===== src/sv/wqt_pkg.sv =====
// Shared types and constants for the waypoint queue tracker.
package wqt_pkg;

	localparam int HOVER_W      = 16;
	localparam int MARGIN_RESET = 128;
	localparam int LEVEL_RESET  = 512;
	localparam int HOVER_RESET  = 500;

	typedef enum logic [1:0] {
		PH_HOVER = 2'd0,
		PH_WAIT  = 2'd1,
		PH_TRACK = 2'd2,
		PH_DONE  = 2'd3
	} phase_t;

	typedef enum logic [1:0] {
		REG_MARGIN = 2'd0,
		REG_LEVEL  = 2'd1,
		REG_HOVER  = 2'd2,
		REG_NONE   = 2'd3
	} reg_idx_t;

	typedef enum logic [2:0] {
		ST_IDLE,
		ST_EXEC,
		ST_HEAD,
		ST_NEXT,
		ST_REPLY
	} state_t;

	typedef struct packed {
		logic   capture;
		logic   push;
		logic   hover_inc;
		logic   hover_set;
		logic   set_done;
		logic   set_tracked;
		logic   rd_en;
		logic   rd_next;
		logic   sp_load;
		logic   pop;
		logic   res_ld;
		phase_t phase;
	} ctl_cmd_t;

	typedef struct packed {
		logic   is_add;
		logic   mission_done;
		logic   hovering;
		logic   empty;
		logic   has_tracked;
		logic   reached;
		logic   more;
		phase_t cur_phase;
	} dp_stat_t;

endpackage


===== src/sv/wqt_ctrl.sv =====
// Sequencing state machine for the waypoint queue tracker.
module wqt_ctrl
	import wqt_pkg::*;
(
	input  logic     clk,
	input  logic     arst_n,
	input  logic     start,
	input  dp_stat_t stat,
	output logic     busy,
	output logic     done,
	output ctl_cmd_t cmd
);

	state_t state_q, state_nxt;

	always_ff @(posedge clk or negedge arst_n) begin
		if (!arst_n) begin
			state_q <= ST_IDLE;
		end else begin
			state_q <= state_nxt;
		end
	end

	always_comb begin
		state_nxt = state_q;
		case (state_q)
			ST_IDLE: begin
				if (start) begin
					state_nxt = ST_EXEC;
				end
			end
			ST_EXEC: begin
				if (stat.is_add || stat.mission_done || stat.hovering || stat.empty) begin
					state_nxt = ST_REPLY;
				end else begin
					state_nxt = ST_HEAD;
				end
			end
			ST_HEAD: begin
				if (stat.reached && stat.more) begin
					state_nxt = ST_NEXT;
				end else begin
					state_nxt = ST_REPLY;
				end
			end
			ST_NEXT:  state_nxt = ST_REPLY;
			ST_REPLY: state_nxt = ST_IDLE;
			default:  state_nxt = ST_IDLE;
		endcase
	end

	always_comb begin
		cmd   = '0;
		busy  = 1'b1;
		done  = 1'b0;
		case (state_q)
			ST_IDLE: begin
				busy        = 1'b0;
				cmd.capture = start;
			end
			ST_EXEC: begin
				if (stat.is_add) begin
					cmd.push   = 1'b1;
					cmd.res_ld = 1'b1;
					cmd.phase  = stat.cur_phase;
				end else if (stat.mission_done) begin
					cmd.res_ld = 1'b1;
					cmd.phase  = PH_DONE;
				end else if (stat.hovering) begin
					cmd.hover_inc = 1'b1;
					cmd.hover_set = 1'b1;
					cmd.res_ld    = 1'b1;
					cmd.phase     = PH_HOVER;
				end else if (stat.empty) begin
					cmd.res_ld = 1'b1;
					if (stat.has_tracked) begin
						cmd.set_done = 1'b1;
						cmd.phase    = PH_DONE;
					end else begin
						cmd.hover_set = 1'b1;
						cmd.phase     = PH_WAIT;
					end
				end else begin
					cmd.rd_en = 1'b1;
				end
			end
			ST_HEAD: begin
				cmd.sp_load     = 1'b1;
				cmd.set_tracked = 1'b1;
				cmd.res_ld      = 1'b1;
				cmd.phase       = PH_TRACK;
				if (stat.reached) begin
					cmd.pop = 1'b1;
					if (stat.more) begin
						cmd.rd_en   = 1'b1;
						cmd.rd_next = 1'b1;
					end
				end
			end
			ST_NEXT: begin
				cmd.sp_load = 1'b1;
			end
			ST_REPLY: begin
				done = 1'b1;
			end
			default: begin
				busy = 1'b1;
			end
		endcase
	end

	a_done_single: assert property (@(posedge clk) disable iff (!arst_n)
		done |=> !done)
		else $error("result strobe held for more than one cycle");

	a_head_from_exec: assert property (@(posedge clk) disable iff (!arst_n)
		(state_q == ST_HEAD) |-> ($past(state_q) == ST_EXEC))
		else $error("head compare entered without a queue read");

	a_accept_starts: assert property (@(posedge clk) disable iff (!arst_n)
		(start && !busy) |=> (state_q == ST_EXEC))
		else $error("accepted command did not start execution");

endmodule


===== config.mk =====
export PLATFORM = sky130hd
export DESIGN_NAME = wqt_ctrl
export DESIGN_NICKNAME = d
export VERILOG_FILES = /design/src/sv/wqt_pkg.sv /design/src/sv/wqt_ctrl.sv
export SDC_FILE = /design/constraint.sdc
export NUM_CORES = 1
export LEC_CHECK = 0
export BUFFER_PORTS_ARGS = -buffer_cell sky130_fd_sc_hd__buf_2
export CORE_AREA = 2 2 39 41
export DETAILED_ROUTE_END_ITERATION = 12
export DIE_AREA = 0 0 41 43
export PLACE_DENSITY = 0.53
export SLEW_MARGIN = 20
export SYNTH_ARGS = -nofsm -noshare
export SYNTH_HDL_FRONTEND = slang
export SYNTH_SLANG_ARGS = --single-unit

===== constraint.sdc =====
create_clock -name clk -period 1.1 [get_ports clk]
set_input_delay 0.11 -clock clk [delete_from_list [all_inputs] [get_ports clk]]
set_output_delay 0.11 -clock clk [all_outputs]
set_load 0.03 [all_outputs]

Word level (Yosys, flattened, before mapping)

Index checks and enable logic that the tools add are counted.

Eq/ne operators: 5
Reductions and logical operators: 6
Muxes and demuxes: 35

Operators with widths:

| operator             | count |
|---|---|
| $mux W3              | 9 |
| $mux W1              | 18 |
| $pmux W3 S4          | 1 |
| $mux W2              | 4 |
| $eq A3 B2 Y1 const B | 2 |
| $pmux W3 S2          | 1 |
| $mux W4              | 1 |
| $eq A3 B1 Y1 const B | 1 |
| $eq A3 B3 Y1 const B | 1 |
| $logic_not A3 Y1     | 1 |
| $logic_or A1 B1 Y1   | 3 |
| $ne A2 B2 Y1 const B | 1 |
| $pmux W1 S2          | 1 |
| $reduce_or A2 Y1     | 1 |
| $logic_and A1 B1 Y1  | 1 |

Logic and storage cells: 47
Output and inout bits: 15
Bits of input ports: 12
Register bits: 3

Depth between registers and ports, before layout

Gate-level depths: netlist (run 1).

Depth in word-level cells: 6
Depth in mapped cells: 5
Depth with buffers taken out: 5

Worst setup path before layout (run 1)

Ideal clock, no wire load.

Kind: register -> output
Start: register state_q[1]
End: output cmd[6] (netlist bit)
Buffers on the path: 0
Path slack: -0.516 ns
Cell stages (with the launch flop): 6
Data arrival time: 1.506 ns
Required time: 0.990 ns
Cells stage by stage: dfrtp_1 > nor2b_2 > nand2b_2 > inv_2 > nand3_2 > o21ai_1

RTL lines:

| what                     | RTL line       | text |
|---|---|---|
| start: declaration       | wqt_ctrl.sv:14 | `state_t state_q, state_nxt;` |
| start signal: assignment | wqt_ctrl.sv:20 | `state_q <= state_nxt;` |
| end: declaration         | wqt_ctrl.sv:11 | `output ctl_cmd_t cmd` |

==> results of run 1 <==
[logic make-up (layout without fill, tap and decap cells)]
| group | after synthesis | in the layout |
|---|---|---|
| simple gates | 27 | 27 |
| flops | 3 | 3 |
| buf+inv | 6 | 49 |
| compound gates | 8 | 8 |
[tightest hold or removal path: stages]
cell     delay (ns)
buf_2          0.09
nand2_1        0.06
buf_4          0.10
nand2_1        0.04
[worst paths after layout]
kind                       cells past startpoint         end  slack [ns]
max in group asynchronous                      2  state_q[2]        0.76
max                                            3     cmd[10]       -0.38
min                                            4  state_q[0]        0.20
min reg2reg                                    1  state_q[2]        0.54
max reg2reg                                    4  state_q[0]           0
min in group asynchronous                      2  state_q[1]        0.21
[metrics by stage]
| step | area [sq um] | util [%] | setup WS [ns] | setup TNS [ns] | std cells |
|---|---|---|---|---|---|
| 6_report | 736 | 53.2 | -0.376 | -4.21 | 103 |
| 5_1_grt | 736 | 53.2 | -0.433 | -5.37 | 103 |
| 4_1_cts | 694 | 50.2 | -0.338 | -4.04 | 102 |
| 3_5_place_dp | 587 | 42.4 | -0.168 | -1.39 | 95 |
| 3_3_place_gp | 587 | 42.4 | -0.144 | -1.29 | 95 |
| 2_1_floorplan | 369 | - | -0.200 | -1.08 | 44 |
[cell usage in the layout, fill, tap and decap left out, types with 2 or more instances in the layout]
cell and instances:
a21oi_1 2, buf_2 13, buf_4 13, buf_6 12, clkbuf_4 3, dfrtp_2 3, inv_1 4, nand2_1 6
nand2_2 3, nor2_1 3, nor2b_1 2, nor3_1 2, o21ai_2 2
[layer usage]
metal  up-vias  GRT usage, %
li1        231             -
met1       203          13.7
met2        15          19.7
met3         0             0
met4         0          6.00
met5         -             0
[repair_timing]
action                     CTS  global route
pin swaps                    5             3
buffers inserted             2             2
hold endpoints to repair     3             0
setup endpoints to repair   17            17
gates resized for setup     19            12
hold buffers                 1             0
[where the power goes]
| group | switching [uW] | internal [uW] | leakage, uW | total, uW |
|---|---|---|---|---|
| clock | 66.5 | 137 | 0.0000150 | 203 |
| combinational | 220 | 194 | 0.000327 | 414 |
| sequential | 30.0 | 127 | 0.0000354 | 157 |
[final cells by class]
type                    instances  area (sq um)
flip-flops and latches          3          78.8
well taps                      16          20.0
fillers                       133           648
repair buffers                 39           308
inverters                       6          32.5
clock buffers                   4          26.3
multi-input cells              35           270
==> flow_metrics.env, run 1 <==
export IMPL_cts_root_buf="clkbuf_4"
export IMPL_ys_async_sr_fraction_pct=100
export IMPL_crit_slowest_cell="dfrtp_2"
export IMPL_status="finished, violations left"
export IMPL_vias=449
export IMPL_nets=100
export IMPL_row_count=14
export IMPL_maxCapViolations=0
export IMPL_syn_inst=44
export IMPL_r2r_start="state_q[1]"
export IMPL_cts_num_sinks=3
export IMPL_slew_headroom_pct=77.6
export IMPL_highest_layer="met3"
export IMPL_viasPerCell=4.36
export IMPL_cts_made_buffers=3
export IMPL_cp_startpoint="state_q[2]"
export IMPL_first_pass_iters=4
export IMPL_wl_microns=986
export IMPL_drt_met1_wl_microns=403
export IMPL_critPathMaxStageDelay_ns=0.46
export IMPL_drc=0
export IMPL_routedWlPerCell_microns=9.57
export IMPL_overflow=0
export IMPL_cp_num_buf_inv=1
export IMPL_yosys_area_share_simple_pct=52.3
export IMPL_wl_met2_microns=542
export IMPL_met3_length_microns=40
export IMPL_synth_largest_area_cell="dfrtp_1"
export IMPL_arrival_ns=1.37
export IMPL_synth_compound_area_share_pct=14.5
export IMPL_yosys_warnings=0
export IMPL_peakVddDrop_uv=565
export IMPL_fmax_ghz=0.677
export IMPL_syn_area_sq_um=294
export IMPL_clk_pin_slew_ns=0.04
export IMPL_worstPathRequired_ns=0.99
export IMPL_ys_ff_latch=3
export IMPL_synth_cell_types=19
export IMPL_synth_top_area_share_pct=25.5
export IMPL_die_area_sq_um=1760
export IMPL_synth_xor_area_share_pct=0
export IMPL_largest_reg_flops=3
export IMPL_crit_chain="nor3b_4 > and3_2 > buf_4"
export IMPL_worstSetupPathType="register to output port"
export IMPL_ys_flop_type="dfrtp_1"
export IMPL_finalSetupViolCount=15
export IMPL_cts_tree="done"
export IMPL_antenna_found_initial=0
export IMPL_cp_start_kind="register"
export IMPL_grt_start_max_net_pins=7
export IMPL_die_y_microns=43
export IMPL_period_minus_slack_ns=1.48
export IMPL_insertion_delay_ns=0.24
export IMPL_synthTopCellsByArea="dfrtp_1 26%, nand2_1 11%, o21ai_1 6.8%"
export IMPL_worstSetupEndpointType="output port"
export IMPL_hpwl_microns=785
export IMPL_initial_core_util_pct=21.2
export IMPL_cp_max_fo=6
export IMPL_period_share_pct=134
export IMPL_track_usage_pct=11.5
export IMPL_top_regs="state_q (3)"
export IMPL_gp_congestion=0.690
export IMPL_io_buffers=26
export IMPL_timing_final_ws_setup_ns=-0.376
export IMPL_yosys_area_share_adder_pct=0
export IMPL_diodes=0
export IMPL_synth_edff_count=0
export IMPL_finalMaxSlewViolations=0
export IMPL_die_w_microns=41
export IMPL_synth_nets=56
export IMPL_synthMostInstantiatedCell="nand2_1"
export IMPL_crit_family="simple AND/OR/NAND/NOR gates"
export IMPL_cts_buffer_depth=2
export IMPL_hold_viol=0
export IMPL_violations="negative setup slack"
export IMPL_leakage_uw=0.000377
export IMPL_p_total_uw=774
export IMPL_synthTopCellsByCount="9 x nand2_1, 4 x inv_1, 4 x nor2_1, 4 x o21ai_1"
export IMPL_area_growth_pct=150
export IMPL_power_density_nw_per_um2=1050
export IMPL_hold_path_class="primary input to register"
export IMPL_synthMuxAreaShare_pct=0
export IMPL_io_pins=27
export IMPL_grt_pass1_vias=370
export IMPL_htree_num_levels=1
export IMPL_hold_start="start"
export IMPL_tightest_slew_ns=0.334
export IMPL_rsz0062_at_grt="true"
export IMPL_top_register="state_q"
export IMPL_synth_top_family_by_area="simple AND/OR/NAND/NOR gates"
export IMPL_layout_drive_gt1_share_pct=72.4
export IMPL_grt_pass1_wl_microns=1420
export IMPL_fin_worst_skew_ns=0.00475
export IMPL_drtIter0Drc=1
export IMPL_core_sq_um=1380
export IMPL_syn_avg_cell_area_sq_um=6.68
export IMPL_yosysSeqAreaShare_pct=25.5
export IMPL_hold_ws_ns=0.199
export IMPL_antenna_left=0
(Power assumes the default switching activity.)
==> inputs of run 2 (changes only) <==
--- a/config.mk
+++ b/config.mk
@@ -6,10 +6,13 @@
 export NUM_CORES = 1
 export LEC_CHECK = 0
 export BUFFER_PORTS_ARGS = -buffer_cell sky130_fd_sc_hd__buf_2
-export CORE_AREA = 2 2 39 41
+export CELL_PAD_IN_SITES_DETAIL_PLACEMENT = 2
+export CELL_PAD_IN_SITES_GLOBAL_PLACEMENT = 2
+export CORE_ASPECT_RATIO = 1.1
+export CORE_MARGIN = 2
+export CORE_UTILIZATION = 15
 export DETAILED_ROUTE_END_ITERATION = 12
-export DIE_AREA = 0 0 41 43
-export PLACE_DENSITY = 0.53
+export PLACE_DENSITY = 0.74
 export SLEW_MARGIN = 20
 export SYNTH_ARGS = -nofsm -noshare
 export SYNTH_HDL_FRONTEND = slang
==> run 2 against run 1 <==
Net effect:
- the flow still finishes with violations (negative setup slack)
- die area is 32% higher
- wire length increased by 55%
- highest routed layer is now met4
- critical path type unchanged
- setup slack lost 0.0017 ns
==> flow_metrics.env, run 2 (synthesis results as in run 1) <==
export IMPL_status="finished, violations left"
export IMPL_violations="negative setup slack"
export IMPL_peakVddDrop_uv=663
export IMPL_cp_num_buf_inv=3
export IMPL_grt_pass1_vias=555
export IMPL_drtIter0Drc=3
export IMPL_io_pins=27
export IMPL_insertion_delay_ns=0.24
export IMPL_reg2reg_depth=7
export IMPL_cts_root_buf="clkbuf_4"
export IMPL_htree_num_levels=1
export IMPL_r2r_end="state_q[1]"
export IMPL_fin_worst_skew_ns=0.00737
export IMPL_initial_core_util_pct=16.1
export IMPL_grt_start_max_net_pins=7
export IMPL_final_cell_mix="16 x buf_4, 15 x buf_6, 12 x buf_2, 6 x nand2_1"
export IMPL_die_y_microns=50.4
export IMPL_worstSetupPathType="register to output port"
export IMPL_routedWlPerCell_microns=12.8
export IMPL_hold_viol=0
export IMPL_final_cells=119
export IMPL_area_growth_pct=174
export IMPL_tightest_slew_ns=0.337
export IMPL_fmax_ghz=0.677
export IMPL_layout_drive_gt1_share_pct=72.8
export IMPL_clk_pin_slew_ns=0.05
export IMPL_drc=0
export IMPL_diodes=0
export IMPL_track_usage_pct=14.5
export IMPL_largest_reg_flops=3
export IMPL_rsz0062_at_grt="true"
export IMPL_worstSetupEndpointType="output port"
export IMPL_leakage_uw=0.000411
export IMPL_arrival_ns=1.37
export IMPL_cp_start_kind="register"
export IMPL_final_area_sq_um=807
export IMPL_cts_tree="done"
export IMPL_finalMaxSlewViolations=0
export IMPL_cts_made_buffers=3
export IMPL_viasPerCell=4.15
export IMPL_cts_buffer_depth=2
export IMPL_ff2ff_setup_slack_ns=-0.17
export IMPL_r2r_start="state_q[1]"
export IMPL_period_minus_slack_ns=1.48
export IMPL_crit_top_cell="buf_4"
export IMPL_core_sq_um=1820
export IMPL_row_count=16
export IMPL_cp_max_fo=6
export IMPL_top_register="state_q"
export IMPL_antenna_found_initial=0
export IMPL_power_density_nw_per_um2=980
export IMPL_placed_cell_area_sq_um=601
export IMPL_die_area_sq_um=2330
export IMPL_nets=105
export IMPL_die_w_microns=46.2
export IMPL_vias=494
export IMPL_final_util_pct=44.3
export IMPL_critPathMaxStageDelay_ns=0.46
export IMPL_hold_path_class="primary input to asynchronous set/reset pin"
export IMPL_first_pass_iters=2
export IMPL_hold_ws_ns=0.226
export IMPL_multi_input_area_sq_um=278
export IMPL_worstPathRequired_ns=0.99
export IMPL_io_buffers=26
export IMPL_period_share_pct=134
export IMPL_crit_family="flip-flops"
export IMPL_crit_chain="buf_4 > nor3_2 > nand2_1 > inv_1 > buf_4"
export IMPL_final_common_cell="buf_4"
export IMPL_p_total_uw=791
export IMPL_gp_congestion=0.748
export IMPL_antenna_left=0
export IMPL_maxCapViolations=0
export IMPL_wl_microns=1530
export IMPL_regArea_sq_um=77.6
export IMPL_slew_headroom_pct=77.4
export IMPL_top_regs="state_q (3)"
export IMPL_overflow=0
export IMPL_grt_pass1_wl_microns=2420
export IMPL_finalSetupViolCount=17
export IMPL_timing_final_ws_setup_ns=-0.378
export IMPL_hpwl_microns=1080
export IMPL_cts_num_sinks=3
export IMPL_place_inst=106
export IMPL_fillCellCount=214
export IMPL_crit_slowest_cell="dfrtp_2"
run 2: cell type report:
type                    count  share of cell area (%)
clock buffers               4                    3.26
inverters                   6                    4.03
multi-input cells          35                    34.4
flip-flops and latches      3                    9.61
well taps                  27                    4.19
repair buffers             44                    44.5
run 2: power breakdown:
part	switching, uW	internal (uW)	leakage [uW]	total (uW)
sequential	29.1	126	0.0000367	155
clock	68.0	137	0.0000150	205
combinational	241	190	0.000360	431
run 2: worst max path at each step:
stage	start	to	slack, ns	cells after the start
5_1_grt	state_q[1]	cmd[1]	-0.47	4
3_3_place_gp	state_q[2]	cmd[1]	-0.14	4
6_report	state_q[2]	cmd[12]	-0.38	5
2_1_floorplan	state_q[2]	cmd[8]	-0.20	3
3_5_place_dp	state_q[2]	cmd[1]	-0.20	4
4_1_cts	state_q[1]	cmd[1]	-0.38	4
run 2: stage by stage:
stage,worst slack [ns],TNS (ns)
6_report,-0.378,-4.97
2_1_floorplan,-0.200,-1.08
3_3_place_gp,-0.144,-1.28
3_5_place_dp,-0.205,-1.82
5_1_grt,-0.467,-6.20
4_1_cts,-0.384,-4.81
run 2: per-layer routing:
layer | track usage (%) | vias up | wire [microns]
li1 | - | 240 | -
met1 | 15.6 | 237 | 527
met2 | 26.6 | 15 | 937
met3 | 2.16 | 2 | 47
met4 | 5.71 | 0 | 15
met5 | 0 | - | 0
run 2: timing repair:
action                                  in CTS  in global routing
endpoints found under the setup margin      16                 17
resized for setup                           27                  9
buffers inserted                             5                  6
pin swaps                                    6                  1
hold buffers                                 1                  0
hold endpoints to repair                     3                  0
